--- src/rtl/core/cbsf_pkg.sv ---
`timescale 1ns / 1ps

package cbsf_pkg;

    // framing constants
    localparam logic [7:0]  FLAG_BYTE  = 8'h7E;
    localparam logic [7:0]  ESC_BYTE   = 8'h7D;
    localparam logic [7:0]  ESC_XOR    = 8'h20;
    localparam logic [15:0] CRC_POLY   = 16'h1021;

    // queue between front and back
    localparam int QDEPTH = 4;
    localparam int QPTR_W = $clog2(QDEPTH);
    localparam int QCNT_W = $clog2(QDEPTH + 1);

    // one classified message byte with the CRC value after it
    typedef struct packed {
        logic [7:0]  msg_byte;
        logic        first;
        logic        last;
        logic [15:0] crc;
    } t_entry;

    // emitter phases
    typedef enum logic [2:0] {
        PH_IDLE,
        PH_OPEN,
        PH_DATA,
        PH_CRC_LO,
        PH_CRC_HI,
        PH_CLOSE
    } t_phase;

    // CRC-16, poly 0x1021, MSB first, one byte
    function automatic logic [15:0] crc16_byte(input logic [15:0] crc, input logic [7:0] b);
        logic [15:0] c;
        c = crc ^ {b, 8'h00};
        for (int k = 0; k < 8; k++) begin
            if (c[15]) begin
                c = {c[14:0], 1'b0} ^ CRC_POLY;
            end else begin
                c = {c[14:0], 1'b0};
            end
        end
        return c;
    endfunction

endpackage

--- src/rtl/core/cbsf_front.sv ---
`timescale 1ns / 1ps

module cbsf_front (
    input  logic              i_clk,
    input  logic              i_rst_n,
    input  logic              i_s_axis_tvalid,
    output logic              o_s_axis_tready,
    input  logic [7:0]        i_s_axis_tdata,   // [7:0] msg_byte
    input  logic              i_s_axis_tuser,   // [0] first_of_message
    input  logic              i_s_axis_tlast,   // last_of_message
    input  logic              i_full,
    output logic              o_push,
    output cbsf_pkg::t_entry  o_ent
);
    import cbsf_pkg::*;

    logic [15:0] r_crc;
    logic [15:0] n_crc;
    logic [15:0] crc_base;
    logic [15:0] crc_new;

    // accept whenever the queue has room
    assign o_s_axis_tready = !i_full;
    assign o_push          = i_s_axis_tvalid && !i_full;

    // fold the byte into the running CRC
    assign crc_base = i_s_axis_tuser ? 16'h0000 : r_crc;
    assign crc_new  = crc16_byte(crc_base, i_s_axis_tdata);

    always_comb begin
        n_crc = r_crc;
        if (o_push) begin
            n_crc = i_s_axis_tlast ? 16'h0000 : crc_new;
        end
    end

    always_ff @(posedge i_clk) begin
        if (!i_rst_n) begin
            r_crc <= 16'h0000;
        end else begin
            r_crc <= n_crc;
        end
    end

    // classified entry for the back end
    assign o_ent.msg_byte = i_s_axis_tdata;
    assign o_ent.first    = i_s_axis_tuser;
    assign o_ent.last     = i_s_axis_tlast;
    assign o_ent.crc      = crc_new;

    // CRC restarts from zero after a message end
    a_crc_cleared: assert property (@(posedge i_clk) disable iff (!i_rst_n)
        (o_push && i_s_axis_tlast) |=> (r_crc == 16'h0000))
        else $error("CRC not cleared after message end");

endmodule

--- src/rtl/core/cbsf_queue.sv ---
`timescale 1ns / 1ps

module cbsf_queue (
    input  logic              i_clk,
    input  logic              i_rst_n,
    input  logic              i_push,
    input  cbsf_pkg::t_entry  i_ent,
    output logic              o_full,
    input  logic              i_pop,
    output logic              o_empty,
    output cbsf_pkg::t_entry  o_head
);
    import cbsf_pkg::*;

    t_entry              r_mem [QDEPTH];
    logic [QPTR_W-1:0]   r_wr_ptr;
    logic [QPTR_W-1:0]   r_rd_ptr;
    logic [QCNT_W-1:0]   r_count;
    logic [QPTR_W-1:0]   n_wr_ptr;
    logic [QPTR_W-1:0]   n_rd_ptr;
    logic [QCNT_W-1:0]   n_count;

    assign o_full  = (r_count == QCNT_W'(QDEPTH));
    assign o_empty = (r_count == '0);
    assign o_head  = r_mem[r_rd_ptr];

    // pointer and count update
    always_comb begin
        n_wr_ptr = r_wr_ptr;
        n_rd_ptr = r_rd_ptr;
        n_count  = r_count;
        if (i_push) begin
            n_wr_ptr = r_wr_ptr + 1'b1;
        end
        if (i_pop) begin
            n_rd_ptr = r_rd_ptr + 1'b1;
        end
        if (i_push && !i_pop) begin
            n_count = r_count + 1'b1;
        end else if (!i_push && i_pop) begin
            n_count = r_count - 1'b1;
        end
    end

    always_ff @(posedge i_clk) begin
        if (!i_rst_n) begin
            r_wr_ptr <= '0;
            r_rd_ptr <= '0;
            r_count  <= '0;
        end else begin
            r_wr_ptr <= n_wr_ptr;
            r_rd_ptr <= n_rd_ptr;
            r_count  <= n_count;
        end
    end

    // storage
    always_ff @(posedge i_clk) begin
        if (i_push) begin
            r_mem[r_wr_ptr] <= i_ent;
        end
    end

    // occupancy stays within depth
    a_count_range: assert property (@(posedge i_clk) disable iff (!i_rst_n)
        r_count <= QCNT_W'(QDEPTH))
        else $error("queue overflow");

endmodule

--- src/rtl/core/cbsf_back.sv ---
`timescale 1ns / 1ps

module cbsf_back (
    input  logic              i_clk,
    input  logic              i_rst_n,
    input  logic              i_empty,
    input  cbsf_pkg::t_entry  i_head,
    output logic              o_pop,
    output logic              o_m_axis_tvalid,
    input  logic              i_m_axis_tready,
    output logic [7:0]        o_m_axis_tdata,
    output logic              o_m_axis_tlast,
    output logic              o_m_axis_tuser
);
    import cbsf_pkg::*;

    t_phase      r_phase;
    t_phase      n_phase;
    logic        r_esc;
    logic        n_esc;
    t_entry      r_ent;
    logic        r_ovalid;
    logic        n_ovalid;
    logic [7:0]  r_obyte;
    logic        r_olast;
    logic        r_oend;

    logic        emit;
    logic        load;
    logic [7:0]  val;
    logic        special;
    logic        need_second;
    logic        final_beat;
    logic [7:0]  cur_byte;
    logic        cur_end;

    // value carried by the current phase
    always_comb begin
        case (r_phase)
            PH_DATA:   val = r_ent.msg_byte;
            PH_CRC_LO: val = r_ent.crc[7:0];
            PH_CRC_HI: val = r_ent.crc[15:8];
            default:   val = FLAG_BYTE;
        endcase
    end

    assign special     = val inside {FLAG_BYTE, ESC_BYTE};
    assign need_second = !r_esc && special
                         && (r_phase == PH_DATA || r_phase == PH_CRC_LO
                             || r_phase == PH_CRC_HI);
    assign final_beat  = (r_phase == PH_CLOSE)
                         || (r_phase == PH_DATA && !r_ent.last && !need_second);

    // a beat goes out when the output register is free or drains
    assign emit  = (r_phase != PH_IDLE) && (!r_ovalid || i_m_axis_tready);
    assign load  = ((r_phase == PH_IDLE) || (emit && final_beat)) && !i_empty;
    assign o_pop = load;

    // next state
    always_comb begin
        n_phase = r_phase;
        n_esc   = r_esc;
        if (emit) begin
            if (need_second) begin
                n_esc = 1'b1;
            end else begin
                n_esc = 1'b0;
                case (r_phase)
                    PH_OPEN:   n_phase = PH_DATA;
                    PH_DATA:   n_phase = r_ent.last ? PH_CRC_LO : PH_IDLE;
                    PH_CRC_LO: n_phase = PH_CRC_HI;
                    PH_CRC_HI: n_phase = PH_CLOSE;
                    PH_CLOSE:  n_phase = PH_IDLE;
                    default:   n_phase = PH_IDLE;
                endcase
            end
        end
        if (load) begin
            n_phase = i_head.first ? PH_OPEN : PH_DATA;
            n_esc   = 1'b0;
        end
    end

    // beat contents
    always_comb begin
        cur_end = 1'b0;
        case (r_phase)
            PH_OPEN: begin
                cur_byte = FLAG_BYTE;
            end
            PH_CLOSE: begin
                cur_byte = FLAG_BYTE;
                cur_end  = 1'b1;
            end
            PH_DATA, PH_CRC_LO, PH_CRC_HI: begin
                if (r_esc) begin
                    cur_byte = val ^ ESC_XOR;
                end else if (special) begin
                    cur_byte = ESC_BYTE;
                end else begin
                    cur_byte = val;
                end
            end
            default: begin
                cur_byte = FLAG_BYTE;
            end
        endcase
    end

    always_comb begin
        n_ovalid = r_ovalid;
        if (emit) begin
            n_ovalid = 1'b1;
        end else if (i_m_axis_tready) begin
            n_ovalid = 1'b0;
        end
    end

    always_ff @(posedge i_clk) begin
        if (!i_rst_n) begin
            r_phase  <= PH_IDLE;
            r_esc    <= 1'b0;
            r_ovalid <= 1'b0;
        end else begin
            r_phase  <= n_phase;
            r_esc    <= n_esc;
            r_ovalid <= n_ovalid;
        end
    end

    // payload registers
    always_ff @(posedge i_clk) begin
        if (load) begin
            r_ent <= i_head;
        end
        if (emit) begin
            r_obyte <= cur_byte;
            r_olast <= final_beat;
            r_oend  <= cur_end;
        end
    end

    assign o_m_axis_tvalid = r_ovalid;
    assign o_m_axis_tdata  = r_obyte;
    assign o_m_axis_tlast  = r_olast;
    assign o_m_axis_tuser  = r_oend;

    // closing flag is a 0x7E and ends the run
    a_close_flag: assert property (@(posedge i_clk) disable iff (!i_rst_n)
        (r_ovalid && r_oend) |-> (r_obyte == FLAG_BYTE && r_olast))
        else $error("bad closing flag beat");

    // an escape prefix is always followed by its byte
    a_esc_not_last: assert property (@(posedge i_clk) disable iff (!i_rst_n)
        (r_ovalid && r_obyte == ESC_BYTE) |-> !r_olast)
        else $error("escape prefix ends a run");

endmodule

--- src/rtl/core/crc16_byte_stuffed_framer_unit.sv ---
`timescale 1ns / 1ps
// Channel   Dir  tdata            tuser             tlast
// s_axis    in   [7:0] msg_byte   [0] first_of_msg  last_of_message
// m_axis    out  [7:0] out_byte   [0] frame_end     last_of_run
//
// The back end sends one output beat per cycle while m_axis accepts and the queue
// holds entries; an input beat causes 1 to 8 output beats (flag, escapes, CRC
// bytes, closing flag). A plain unmarked byte yields a single beat.
// The front computes the CRC in the accept cycle and queues 4 entries deep.
// Reset is synchronous, active low, with no clearing pass.
// Output stalls fill the queue, then drop s_axis tready.

module crc16_byte_stuffed_framer_unit (
    input  logic        i_clk,
    input  logic        i_rst_n,
    input  logic        i_s_axis_tvalid,
    output logic        o_s_axis_tready,
    input  logic [7:0]  i_s_axis_tdata,   // [7:0] msg_byte
    input  logic        i_s_axis_tuser,   // [0] first_of_message
    input  logic        i_s_axis_tlast,
    output logic        o_m_axis_tvalid,
    input  logic        i_m_axis_tready,
    output logic [7:0]  o_m_axis_tdata,   // [7:0] out_byte
    output logic        o_m_axis_tuser,   // [0] frame_end
    output logic        o_m_axis_tlast
);
    import cbsf_pkg::*;

    logic    push;
    logic    pop;
    logic    full;
    logic    empty;
    t_entry  ent_in;
    t_entry  ent_head;

    cbsf_front u_front (
        .i_clk           (i_clk),
        .i_rst_n         (i_rst_n),
        .i_s_axis_tvalid (i_s_axis_tvalid),
        .o_s_axis_tready (o_s_axis_tready),
        .i_s_axis_tdata  (i_s_axis_tdata),
        .i_s_axis_tuser  (i_s_axis_tuser),
        .i_s_axis_tlast  (i_s_axis_tlast),
        .i_full          (full),
        .o_push          (push),
        .o_ent           (ent_in)
    );

    cbsf_queue u_queue (
        .i_clk   (i_clk),
        .i_rst_n (i_rst_n),
        .i_push  (push),
        .i_ent   (ent_in),
        .o_full  (full),
        .i_pop   (pop),
        .o_empty (empty),
        .o_head  (ent_head)
    );

    cbsf_back u_back (
        .i_clk           (i_clk),
        .i_rst_n         (i_rst_n),
        .i_empty         (empty),
        .i_head          (ent_head),
        .o_pop           (pop),
        .o_m_axis_tvalid (o_m_axis_tvalid),
        .i_m_axis_tready (i_m_axis_tready),
        .o_m_axis_tdata  (o_m_axis_tdata),
        .o_m_axis_tlast  (o_m_axis_tlast),
        .o_m_axis_tuser  (o_m_axis_tuser)
    );

endmodule
--- config.mk ---
export PLATFORM = sky130hd
export DESIGN_NAME = crc16_byte_stuffed_framer_unit
export DESIGN_NICKNAME = d
export VERILOG_FILES = /design/src/rtl/core/cbsf_pkg.sv /design/src/rtl/core/cbsf_front.sv /design/src/rtl/core/cbsf_queue.sv /design/src/rtl/core/cbsf_back.sv /design/src/rtl/core/crc16_byte_stuffed_framer_unit.sv
export SDC_FILE = /design/constraint.sdc
export NUM_CORES = 1
export LEC_CHECK = 0
export ABC_AREA = 1
export BUFFER_PORTS_ARGS = -buffer_cell sky130_fd_sc_hd__buf_2
export CAP_MARGIN = 5
export CORE_UTILIZATION = 45
export CTS_BUF_LIST = sky130_fd_sc_hd__clkbuf_2
export CTS_CLUSTER_SIZE = 16
export DETAILED_ROUTE_END_ITERATION = 8
export PLACE_DENSITY = 0.65
export SLEW_MARGIN = 40
export SYNTH_ARGS = -nofsm -noshare
export SYNTH_HDL_FRONTEND = slang
export SYNTH_SLANG_ARGS = --single-unit
export TNS_END_PERCENT = 30
--- constraint.sdc ---
create_clock -name i_clk -period 2.4 [get_ports i_clk]
set_input_delay 0.48 -clock i_clk [delete_from_list [all_inputs] [get_ports i_clk]]
set_output_delay 0.48 -clock i_clk [all_outputs]
set_load 0.01 [all_outputs]
==> key figures, run 1 <==
Run status
  – Run status: finished, violations left
  – Failing checks: design-rule violations, negative setup slack

Timing
  – Setup WS post-layout: -0.0209 ns
  – Setup repair after global routing missed its margin: true
  – Final number of setup-violating endpoints: 1
  – Maximum achievable frequency: 413 MHz
  – Worst slew margin: 0.641
  – Setup tns final: -0.0209 ns
  – Slew at the pin closest to its max-slew limit: 0.536 ns
  – Final max-slew violation count: 0
  – Final cycle utilization of the critical path: 1.01
  – Final clock skew: 0.0419 ns
  – Number of endpoints with negative hold slack in the final report: 0
  – Final critical path time including I/O delays and setup: 2.42 ns
  – Worst hold slack: 0.0527 ns

Yosys
  – Area of the mapped netlist: 6880 um^2
  – Post-synthesis sequential area ratio: 0.694
  – Seq cells post-synth: 169
  – Synth warnings: 0
  – Async S/R FF share, synth: 0
  – Mapped Nets: 591
  – Mean Syn Cell Area: 12.1 um^2
  – Top_reg_cell synth: edfxtp_1
  – Count of distinct cell types in the synthesized netlist: 33
  – Synthesized instance count: 571
  – Number of enable-type register cells in the synthesized netlist: 139

Clocking
  – Clock latency of the later-clocked register in the worst-skew pair: 0.73 ns
  – Clk buf depth: 2
  – TritonCTS clock tree: built
  – CTS buffer count: 17
  – Clock root buffer: clkbuf_2
  – Number of levels the H-tree was split into: 4
  – Clock-pin slew reported for the worst setup and hold paths after clock tree synthesis: 0.25 ns
  – Clock sinks: 169

Drt
  – Ratio of routed vias to standard cells: 5.21
  – DRC violation count after routing: 2
  – Via count of the routed design: 4475
  – Number of nets with antenna violations after detailed routing: 0
  – Length of the first detailed-routing pass in iterations: 6
  – Detail-routed net length per standard cell: 16.5 um
  – Violation count after the first detailed-route iteration: 386
  – Total wirelength of the detailed-routed design: 14.2 mm

Final layout
  – Fraction of layout instances using a drive strength above 1: 0.243
  – Synthesis-to-finish area growth: 16.5%
  – Final instance count without filler cells: 859
  – Most frequent standard cell in the layout excluding fill and tap cells: edfxtp_1
  – Fill count: 1226
  – Total area of multi-input combinational cells: 1910 um^2
  – Final core utilization: 0.543
  – Commonest cells after routing, fill and taps aside: 139 x edfxtp_1, 73 x nand2_1, 64 x nor2_1
  – Storage cell area: 4780 um^2
  – # nets final: 681
  – Summed area of non-filler cells in the final layout: 8010 um^2

Worst setup path
  – Critical path arrival: 3.09 ns
  – Critical path fanouts, max: 8
  – Type of the setup path with the least slack: reg2reg
  – Cell type with the highest occurrence count on the critical path: nand2_2
  – Cell with the largest stage delay on the worst path: dfxtp_4
  – Family with the most delay on the worst path: simple AND/OR/NAND/NOR gates
  – CP Data Required Time: 3.07 ns
  – Max incr delay on CP: 0.42 ns
  – CP startpoint kind: flip-flop
  – Endpoint type of the worst setup path: flip-flop
  – Critical Path, Cell by Cell: nor2_4 -> nand2_4 -> inv_2 -> nand2_2 -> nand3_2 -> nor2_1 -> nor2_2 -> nand3_2 -> nand2_2 -> nand2_2 -> nand2_2 -> nand2_4 -> nand2_8 -> ha_4 -> inv_2 -> fa_2 -> a21oi_2 -> o21ai_1 -> o21ai_1 -> a21oi_1
  – Buffer and inverter count on the worst path: 2

Run
  – Max-capacitance violation count: 0

Die
  – Die width: 126 um
  – Count of standard-cell rows: 44
  – Initial Util: 0.466
  – Area of the core: 14800 um^2
  – Die Footprint: 15800 um^2
  – Count of pins on the block boundary: 26
  – Die span in y: 126 um

Power and ir drop
  – Internal Pwr Total: 5.68 mW
  – Portion of total power attributed to combinational logic: 0.346
  – Switch Pwr: 3.14 mW
  – Switching Fraction: 0.356
  – Worst VDD drop: 0.000561 V
  – Overall power: 8.82 mW
  – Sequential cell fraction of total power: 0.488
  – Total power per unit cell area: 1100 nW/um^2
  – Clk network pwr share: 0.166
  – LEAKAGE: 2.90 nW

Global route
  – First-pass GRT wire length: 22.2 mm
  – Number of global-route vias before repair: 4396
  – All-layer global routing usage: 0.188
  – Overflow left after global routing: 0
  – Number of antenna violations at the first check in global routing: 1
  – Largest net degree at the start of global routing: 37

Placed design
  – Placed instance count: 809
  – Worst slack at placement: -0.124 ns
  – Buffers on Ports: 25
  – Placement Cell Area: 7580 um^2
  – Final Wtd Congestion: 0.862
  – Hpwl dp: 9.09 mm

Min path
  – Class of the worst hold path: in2reg
cell usage after synthesis, drive strengths merged (5+ instances only):
cell type | instances | area, um^2
nand4 | 12 | 93.8
a21oi | 26 | 130
edfxtp | 139 | 4170
o21ai | 61 | 305
nand3 | 14 | 80.1
xnor2 | 8 | 70.1
clkbuf | 21 | 78.8
nor2 | 77 | 335
ha | 5 | 62.6
inv | 34 | 128
xor2 | 18 | 158
nand2 | 87 | 398
dfxtp | 30 | 601
o22ai | 26 | 163
final timing paths:
kind / to / depth (start not counted) / slack (ns) / start
worst max-delay path: u_queue.r_count[2]$_SDFFE_PN0P_ / 20 / -0.02 / u_back.r_phase[0]$_SDFFE_PN0P_
worst min-delay path: u_back.o_m_axis_tvalid$_SDFFE_PN0P_ / 4 / 0.05 / i_m_axis_tready
worst max register to register: u_queue.r_count[2]$_SDFFE_PN0P_ / 20 / -0.02 / u_back.r_phase[0]$_SDFFE_PN0P_
worst min register to register: u_front.r_crc[9]$_SDFFE_PN0P_ / 2 / 0.48 / u_front.r_crc[9]$_SDFFE_PN0P_
worst register-to-register path, stage by stage, from the launching register on:
cell and delay (ns):
dfxtp_4 0.42, nor2_4 0.25, nand2_4 0.10, inv_2 0.08, nand2_2 0.05, nand3_2 0.06
nor2_1 0.05, nor2_2 0.09, nand3_2 0.08, nand2_2 0.07, nand2_2 0.06, nand2_2 0.07
nand2_4 0.07, nand2_8 0.07, ha_4 0.12, inv_2 0.03, fa_2 0.34, a21oi_2 0.11
o21ai_1 0.08, o21ai_1 0.13, a21oi_1 0.05
timing repair:
action                                  CTS  global route
pin swaps                                11             3
buffers inserted                          6             0
hold endpoints to repair                 40             1
endpoints found under the setup margin    2             4
hold buffers                             10             1
resized for setup                         7             5
cell families after synthesis:
logic type / count (synthesis) / synth area share
and+or+nand+nor: 192 / 0.133
DFF: 169 / 0.694
AOI/OAI and AO/OA: 117 / 0.0913
buffers and inverters: 61 / 0.0365
xor gates and xnor gates: 26 / 0.0331
adders and majority gates: 6 / 0.0120
sequential cells by signal, indices dropped and copies added (netlist names), 2 cells and up, named ones only:
name,count
u_queue.r_wr_ptr,2
u_back.o_m_axis_tdata,8
u_back.r_ent,25
u_queue.r_rd_ptr,2
u_queue.r_mem,104
u_back.r_phase,3
u_queue.r_count,3
u_front.r_crc,16
power groups by stage:
| stage | Combinational [mW] | Sequential [mW] | Clock [mW] |
|---|---|---|---|
| after global routing | 3.36 | 4.36 | 1.60 |
| final | 3.05 | 4.30 | 1.46 |
| after global placement | 2.85 | 4.36 | 0 |
| after detailed placement | 2.94 | 4.37 | 0 |
| after CTS | 3.04 | 4.31 | 1.49 |
| after floorplan | 1.80 | 4.33 | 0 |
cell type report:
cell class	instances	area share
clock inverters	15	0.0189
flip-flops and latches	169	0.597
diodes	1	0.000312
inverters	36	0.0172
well taps	184	0.0287
clock buffers	17	0.0106
repair buffers	96	0.0891
multi-input cells	341	0.238
metal layers:
layer / up-vias / part of all wire / track usage
li1: 2187 / - / -
met1: 2155 / 0.45 / 0.234
met2: 114 / 0.49 / 0.324
met3: 19 / 0.049 / 0.0429
met4: 0 / 0.014 / 0.0646
met5: - / 0 / 0
(Power assumes the default switching activity.)
==> run 2: changes to the inputs <==
==> constraint.sdc (replaced) <==
create_clock -name i_clk -period 2.4 [get_ports i_clk]
set_input_delay 0.36 -clock i_clk [delete_from_list [all_inputs] [get_ports i_clk]]
set_output_delay 0.36 -clock i_clk [all_outputs]
set_load 0.01 [all_outputs]
==> run 2 against run 1 <==
  * The run still ends with design-rule violations, negative setup slack left
  * First-iteration DRC count grew 27%
  * Critical path depth increased by 2
  * Via count grew 0.51%
  * Non-clock buffer count rose by 1
  * Global-route usage about the same
  * Sequential share of layout area grew 0.23 points
  * Cell count grew 0.12%
  * Critical path type unchanged
  * Largest cell class unchanged
  * Largest power group unchanged
==> key figures, run 2 (synthesis results as in run 1) <==
Run status
  – Run status: finished, violations left (unchanged)
  – Failing checks: design-rule violations, negative setup slack (unchanged)

Die
  – Count of standard-cell rows: 44 (unchanged)
  – Area of the core: 14800 um^2 (unchanged)
  – Die Footprint: 15800 um^2 (unchanged)
  – Die width: 126 um (unchanged)
  – Initial Util: 0.466 (unchanged)
  – Die span in y: 126 um (unchanged)
  – Count of pins on the block boundary: 26 (unchanged)

Placed design
  – Placement Cell Area: 7520 um^2 (was 7580 um^2)
  – Hpwl dp: 8.99 mm (was 9.09 mm)
  – Final Wtd Congestion: 0.879 (was 0.862)
  – Buffers on Ports: 25 (unchanged)

Power and ir drop
  – Overall power: 8.59 mW (was 8.82 mW)
  – LEAKAGE: 2.88 nW (was 2.90 nW)
  – Worst VDD drop: 0.000547 V (was 0.000561 V)
  – Total power per unit cell area: 1080 nW/um^2 (was 1100 nW/um^2)

Final layout
  – Number of flip-flops in the largest register: 104 (unchanged)
  – Most frequent standard cell in the layout excluding fill and tap cells: edfxtp_1 (unchanged)
  – Largest registers in the final layout: u_queue.r_mem x104, u_back.r_ent x25, u_front.r_crc x16 (unchanged)
  – Fraction of layout instances using a drive strength above 1: 0.239 (was 0.243)
  – Largest register by flop count: u_queue.r_mem (unchanged)
  – Summed area of non-filler cells in the final layout: 7980 um^2 (was 8010 um^2)
  – Final core utilization: 0.541 (was 0.543)
  – Commonest cells after routing, fill and taps aside: 139 x edfxtp_1, 72 x nand2_1, 63 x nor2_1 (was 139 x edfxtp_1, 73 x nand2_1, 64 x nor2_1)
  – Synthesis-to-finish area growth: 16.0% (was 16.5%)
  – # nets final: 682 (was 681)

Global route
  – Largest net degree at the start of global routing: 37 (unchanged)
  – Global routing met1 resource utilization: 0.242 (was 0.234)
  – Number of antenna violations at the first check in global routing: 1 (unchanged)
  – M3 GR Usage: 0.0472 (was 0.0429)
  – Global routing's busiest layer: met2 (unchanged)
  – First-pass GRT wire length: 22.4 mm (was 22.2 mm)
  – All-layer global routing usage: 0.189 (was 0.188)
  – Met2 Track Usage GR: 0.314 (was 0.324)
  – Overflow left after global routing: 0 (unchanged)
  – Number of global-route vias before repair: 4334 (was 4396)

Timing
  – Number of endpoints with negative hold slack in the final report: 0 (unchanged)
  – Setup repair after global routing missed its margin: true (unchanged)
  – Worst slew margin: 0.499 (was 0.641)
  – Final number of setup-violating endpoints: 2 (was 1)
  – Final clock skew: 0.0215 ns (was 0.0419 ns)
  – Final critical path time including I/O delays and setup: 2.52 ns (was 2.42 ns)
  – Worst hold slack: 0.147 ns (was 0.0527 ns)
  – Final max-slew violation count: 0 (unchanged)
  – Final cycle utilization of the critical path: 1.05 (was 1.01)
  – Maximum achievable frequency: 398 MHz (was 413 MHz)
  – Setup WS post-layout: -0.116 ns (was -0.0209 ns)
  – Setup tns final: -0.160 ns (was -0.0209 ns)
  – Slew at the pin closest to its max-slew limit: 0.750 ns (was 0.536 ns)

Clocking
  – Clock-pin slew reported for the worst setup and hold paths after clock tree synthesis: 0.21 ns (was 0.25 ns)
  – Clock latency of the later-clocked register in the worst-skew pair: 0.71 ns (was 0.73 ns)
  – CTS buffer count: 17 (unchanged)
  – TritonCTS clock tree: built (unchanged)
  – Clock root buffer: clkbuf_2 (unchanged)
  – Clock sinks: 169 (unchanged)
  – Number of levels the H-tree was split into: 4 (unchanged)
  – Clk buf depth: 2 (unchanged)

Worst setup path
  – CP startpoint kind: flip-flop (unchanged)
  – Type of the setup path with the least slack: reg2reg (unchanged)
  – Family with the most delay on the worst path: simple AND/OR/NAND/NOR gates (unchanged)
  – CP Data Required Time: 3.03 ns (was 3.07 ns)
  – Endpoint type of the worst setup path: flip-flop (unchanged)
  – Buffer and inverter count on the worst path: 3 (was 2)
  – Critical Path, Cell by Cell: nor2_4 -> buf_12 -> nand2_8 -> inv_4 -> nand2_1 -> nand2_1 -> nor2_2 -> nand2_1 -> nor2_2 -> nand3_2 -> nand2_2 -> nand2_2 -> nand2_2 -> nand2_4 -> nand2_8 -> ha_4 -> inv_2 -> fa_2 -> a21oi_2 -> o21ai_1 -> o21ai_1 -> a21oi_1 (was nor2_4 -> nand2_4 -> inv_2 -> nand2_2 -> nand3_2 -> nor2_1 -> nor2_2 -> nand3_2 -> nand2_2 -> nand2_2 -> nand2_2 -> nand2_4 -> nand2_8 -> ha_4 -> inv_2 -> fa_2 -> a21oi_2 -> o21ai_1 -> o21ai_1 -> a21oi_1)
  – Critical path fanouts, max: 8 (unchanged)
  – Max incr delay on CP: 0.45 ns (was 0.42 ns)
  – Cell with the largest stage delay on the worst path: dfxtp_4 (unchanged)
  – Critical path arrival: 3.15 ns (was 3.09 ns)

Run
  – Max-capacitance violation count: 0 (unchanged)

Drt
  – Number of nets with antenna violations after detailed routing: 0 (unchanged)
  – Ratio of routed vias to standard cells: 5.23 (was 5.21)
  – Detail-routed net length per standard cell: 16.4 um (was 16.5 um)
  – Via count of the routed design: 4498 (was 4475)
  – Violation count after the first detailed-route iteration: 489 (was 386)
  – Total wirelength of the detailed-routed design: 14.1 mm (was 14.2 mm)
  – DRC violation count after routing: 2 (unchanged)
  – Length of the first detailed-routing pass in iterations: 7 (was 6)

Min path
  – Class of the worst hold path: in2reg (unchanged)
-- run 2: changes by cell type in the layout (fill, tap and decap cells not counted), sizes merged --
| cell | previous run | this run |
|---|---|---|
| clkinvlp | 4 | 1 |
| buf | 85 | 84 |
| clkinv | 9 | 13 |
| inv | 36 | 35 |
| clkbuf | 17 | 19 |
| dlygate4sd3 | 11 | 13 |
| bufinv | 2 | 0 |
-- run 2: metrics by stage --
stage / setup slack (ns) / std cells
after global placement: -0.0804 / 803
after global routing: -0.254 / 860
final: -0.116 / 860
after CTS: -0.0774 / 857
after detailed placement: -0.138 / 803
after floorplan: -0.0621 / 571
-- run 2: layer usage --
metal | wire length, um | vias to the layer above | share of wire
met5 | 0 | - | 0
met4 | 236 | 0 | 0.017
met3 | 625 | 22 | 0.044
met2 | 6880 | 124 | 0.49
met1 | 6400 | 2166 | 0.45
li1 | - | 2186 | -
-- run 2: final timing paths --
kind	from	to	slack (ns)	cells past startpoint
worst min-delay path	i_s_axis_tvalid	u_queue.r_count[1]$_SDFFE_PN0P_	0.15	5
worst max register to register	u_back.r_phase[1]$_SDFFE_PN0P_	u_queue.r_count[2]$_SDFFE_PN0P_	-0.12	22
worst max-delay path	u_back.r_phase[1]$_SDFFE_PN0P_	u_queue.r_count[2]$_SDFFE_PN0P_	-0.12	22
worst min register to register	u_front.r_crc[13]$_SDFFE_PN0P_	u_front.r_crc[13]$_SDFFE_PN0P_	0.48	2
-- run 2: tightest hold or removal path, cell delays in order --
cell     delay, ns
buf_2         0.09
nand2_1       0.06
inv_1         0.10
ha_4          0.16
a21oi_1       0.06
-- run 2: where the power goes --
part	switching [mW]	internal, mW
clock network	0.894	0.247
registers	0.252	4.06
logic	1.93	1.20
total	3.08	5.51
-- run 2: layout make-up --
class,instances,area (um^2)
diodes,1,2.50
clock buffers,19,95.1
clock inverters,13,61.3
fillers,1254,6770
inverters,36,140
multi-input cells,341,1940
flip-flops and latches,169,4780
well taps,184,230
repair buffers,97,727
-- run 2: timing repair --
item	in CTS	in global routing
buffers inserted	9	2
hold endpoints to repair	50	0
pin swaps	12	7
hold buffers	13	0
endpoints found under the setup margin	2	29
resized for setup	14	5
==> run 3: changes to the inputs <==
--- a/config.mk
+++ b/config.mk
@@ -6,7 +6,7 @@
 export NUM_CORES = 1
 export LEC_CHECK = 0
 export ABC_AREA = 1
-export BUFFER_PORTS_ARGS = -buffer_cell sky130_fd_sc_hd__buf_2
+export BUFFER_PORTS_ARGS = -buffer_cell sky130_fd_sc_hd__clkbuf_2
 export CAP_MARGIN = 5
 export CORE_UTILIZATION = 45
 export CTS_BUF_LIST = sky130_fd_sc_hd__clkbuf_2
==> run 3 against run 2 <==
  * The flow still finishes with violations (design-rule violations, negative setup slack)
  * Utilization grew 0.051 points
  * Non-clock buffer count decreased by 4
  * Global-route usage fell by 0.24 points
==> key figures, run 3 (synthesis results as in run 1) <==
Worst setup path
  – CP startpoint kind: flip-flop (unchanged)
  – Buffer and inverter count on the worst path: 2 (was 3)
  – Cell with the largest stage delay on the worst path: dfxtp_4 (unchanged)
  – Total stage count of the critical path: 20 (was 22)
  – Reg-to-reg startpoint: u_back.r_phase[0]$_SDFFE_PN0P_ (was u_back.r_phase[1]$_SDFFE_PN0P_)
  – Terminus of the critical flop-to-flop path: u_queue.r_count[2]$_SDFFE_PN0P_ (unchanged)
  – CP Data Required Time: 3.00 ns (was 3.03 ns)
  – Endpoint type of the worst setup path: flip-flop (unchanged)
  – Critical Path, Cell by Cell: nor2_4 -> nand2_4 -> inv_2 -> nand2_2 -> nand3_2 -> nor2_2 -> nor2_2 -> nand3_2 -> nand2_2 -> nand2_2 -> nand2_2 -> nand2_4 -> nand2_8 -> ha_4 -> inv_2 -> fa_2 -> a21oi_2 -> o21ai_2 -> o21ai_2 -> a21oi_1 (was nor2_4 -> buf_12 -> nand2_8 -> inv_4 -> nand2_1 -> nand2_1 -> nor2_2 -> nand2_1 -> nor2_2 -> nand3_2 -> nand2_2 -> nand2_2 -> nand2_2 -> nand2_4 -> nand2_8 -> ha_4 -> inv_2 -> fa_2 -> a21oi_2 -> o21ai_1 -> o21ai_1 -> a21oi_1)
  – Critical path fanouts, max: 8 (unchanged)
  – Type of the setup path with the least slack: reg2reg (unchanged)
  – Cell type with the highest occurrence count on the critical path: nand2_2
  – Register-to-Register Setup Slack: -0.15 ns (was -0.12 ns)
  – Max incr delay on CP: 0.41 ns (was 0.45 ns)
  – R2r worst-path depth: 20 (was 22)
  – Critical path arrival: 3.15 ns (about the same)
  – Family with the most delay on the worst path: simple AND/OR/NAND/NOR gates (unchanged)

Drt
  – Via count of the routed design: 4467 (was 4498)
  – Violation count after the first detailed-route iteration: 420 (was 489)
  – Length of the first detailed-routing pass in iterations: 7 (unchanged)
  – DRC violation count after routing: 2 (unchanged)
  – Detail-routed net length per standard cell: 16.3 um (was 16.4 um)
  – Total wirelength of the detailed-routed design: 14.0 mm (was 14.1 mm)
  – Number of nets with antenna violations after detailed routing: 0 (unchanged)
  – Ratio of routed vias to standard cells: 5.21 (was 5.23)

Final layout
  – Fill count: 1209 (was 1254)
  – Largest register by flop count: u_queue.r_mem (unchanged)
  – Final instance count without filler cells: 857 (was 860)
  – Largest registers in the final layout: u_queue.r_mem x104, u_back.r_ent x25, u_front.r_crc x16 (unchanged)
  – Fraction of layout instances using a drive strength above 1: 0.238 (was 0.239)
  – Most frequent standard cell in the layout excluding fill and tap cells: edfxtp_1 (unchanged)
  – Synthesis-to-finish area growth: 16.1% (was 16.0%)
  – # nets final: 678 (was 682)
  – Commonest cells after routing, fill and taps aside: 139 x edfxtp_1, 73 x nand2_1, 63 x nor2_1 (was 139 x edfxtp_1, 72 x nand2_1, 63 x nor2_1)
  – Number of flip-flops in the largest register: 104 (unchanged)

Run
  – Max-capacitance violation count: 0 (unchanged)

Timing
  – Final number of setup-violating endpoints: 29 (was 2)
  – Setup repair after global routing missed its margin: true (unchanged)
  – Final cycle utilization of the critical path: 1.06 (was 1.05)
  – Worst slew margin: 0.527 (was 0.499)
  – Setup WS post-layout: -0.146 ns (was -0.116 ns)
  – Slew at the pin closest to its max-slew limit: 0.709 ns (was 0.750 ns)
  – Number of endpoints with negative hold slack in the final report: 0 (unchanged)
  – Final max-slew violation count: 0 (unchanged)
  – Final critical path time including I/O delays and setup: 2.55 ns (was 2.52 ns)
  – Setup tns final: -1.54 ns (was -0.160 ns)
  – Final clock skew: 0.0252 ns (was 0.0215 ns)
  – Maximum achievable frequency: 393 MHz (was 398 MHz)

Global route
  – M3 GR Usage: 0.0472 (unchanged)
  – Global routing met1 resource utilization: 0.239 (was 0.242)
  – First-pass GRT wire length: 22.2 mm (was 22.4 mm)
  – All-layer global routing usage: 0.186 (was 0.189)
  – Global routing's busiest layer: met2 (unchanged)
  – Largest net degree at the start of global routing: 37 (unchanged)
  – Met2 Track Usage GR: 0.300 (was 0.314)
  – Overflow left after global routing: 0 (unchanged)
  – Number of antenna violations at the first check in global routing: 1 (unchanged)
  – Number of global-route vias before repair: 4467 (was 4334)

Placed design
  – Final Wtd Congestion: 0.889 (was 0.879)
  – Placed instance count: 803 (unchanged)
  – Hpwl dp: 8.92 mm (was 8.99 mm)
  – Buffers on Ports: 25 (unchanged)

Clocking
  – Clock latency of the later-clocked register in the worst-skew pair: 0.69 ns (was 0.71 ns)
  – CTS buffer count: 17 (unchanged)
  – Clock sinks: 169 (unchanged)
  – TritonCTS clock tree: built (unchanged)
  – Number of levels the H-tree was split into: 4 (unchanged)
  – Clk buf depth: 2 (unchanged)
  – Clock root buffer: clkbuf_2 (unchanged)
  – Clock-pin slew reported for the worst setup and hold paths after clock tree synthesis: 0.21 ns (about the same)

Die
  – Die width: 126 um (unchanged)
  – Count of standard-cell rows: 44 (unchanged)
  – Count of pins on the block boundary: 26 (unchanged)
  – Die Footprint: 15800 um^2 (unchanged)
  – Initial Util: 0.466 (unchanged)
  – Area of the core: 14800 um^2 (unchanged)
  – Die span in y: 126 um (unchanged)

Power and ir drop
  – Total power per unit cell area: 1100 nW/um^2 (was 1080 nW/um^2)
  – Worst VDD drop: 0.000451 V (was 0.000547 V)
  – LEAKAGE: 2.89 nW (was 2.88 nW)

Run status
  – Run status: finished, violations left (unchanged)
  – Failing checks: design-rule violations, negative setup slack (unchanged)

Min path
  – Start point of the worst hold path: i_s_axis_tvalid (unchanged)
  – Cell count of the worst hold path: 5 (unchanged)
  – Class of the worst hold path: in2reg (unchanged)
  – Worst Hold Endpoint: u_queue.r_count[1]$_SDFFE_PN0P_ (unchanged)
==> run 3: routing by layer <==
layer | up-vias | routed length [um]
met3 | 16 | 692
li1 | 2186 | -
met4 | 0 | 182
met5 | - | 0
met2 | 120 | 6810
met1 | 2145 | 6270
==> run 3: repair_timing <==
item                       in CTS  in global routing
hold buffers                   13                  0
setup endpoints to repair       2                 30
pin swaps                      12                  5
resized for setup               9                  6
gates cloned                    0                  1
hold endpoints to repair       48                  0
buffers inserted                3                  3
==> run 3: worst max-delay path by stage <==
stage,start,endpoint,slack (ns)
finish,u_back.r_phase[0]$_SDFFE_PN0P_,u_queue.r_count[2]$_SDFFE_PN0P_,-0.15
global route,u_back.r_phase[0]$_SDFFE_PN0P_,u_queue.r_count[2]$_SDFFE_PN0P_,-0.32
CTS,u_back.r_phase[1]$_SDFFE_PN0P_,u_queue.r_count[2]$_SDFFE_PN0P_,-0.13
detailed placement,u_back.r_phase[2]$_SDFFE_PN0P_,u_queue.r_count[2]$_SDFFE_PN0P_,-0.16
global placement,u_back.r_phase[2]$_SDFFE_PN0P_,u_queue.r_count[2]$_SDFFE_PN0P_,-0.08
floorplan,u_queue.r_count[0]$_SDFFE_PN0P_,u_queue.r_mem[0][0]$_DFFE_PP_,-0.06
==> run 3: final cells by class <==
type,count,area (um^2),area share
diodes,2,5.00,0.000626
clock buffers,20,100,0.0125
clock inverters,12,109,0.0136
multi-input cells,341,1930,0.241
inverters,36,138,0.0172
flip-flops and latches,169,4780,0.599
well taps,184,230,0.0288
repair buffers,93,698,0.0874
==> run 3: power breakdown <==
part           internal, mW  leakage (nW)  switching [mW]
clock                 0.466         0.131           0.887
sequential             4.06          1.53           0.253
combinational          1.20          1.23            1.93
==> run 3: metrics by stage <==
stage               hold slack (ns)  power (mW)  worst slack [ns]  instance area, um^2  utilization
floorplan                     0.441        6.14           -0.0621                 6910            -
global placement              0.454        7.18           -0.0813                 7520        0.510
CTS                           0.124        8.70            -0.131                 7920        0.537
detailed placement            0.458        7.27            -0.164                 7520        0.510
global route                  0.169        9.33            -0.316                 7990        0.542
finish                        0.212        8.80            -0.146                 7990        0.542
==> run 3: worst register-to-register path, cell delays in order, from the launching register on <==
cell and delay (ns):
dfxtp_4 0.41, nor2_4 0.28, nand2_4 0.11, inv_2 0.08
nand2_2 0.05, nand3_2 0.07, nor2_2 0.04, nor2_2 0.08
nand3_2 0.10, nand2_2 0.08, nand2_2 0.05, nand2_2 0.08
nand2_4 0.07, nand2_8 0.06, ha_4 0.12, inv_2 0.04
fa_2 0.35, a21oi_2 0.15, o21ai_2 0.08, o21ai_2 0.11
a21oi_1 0.05
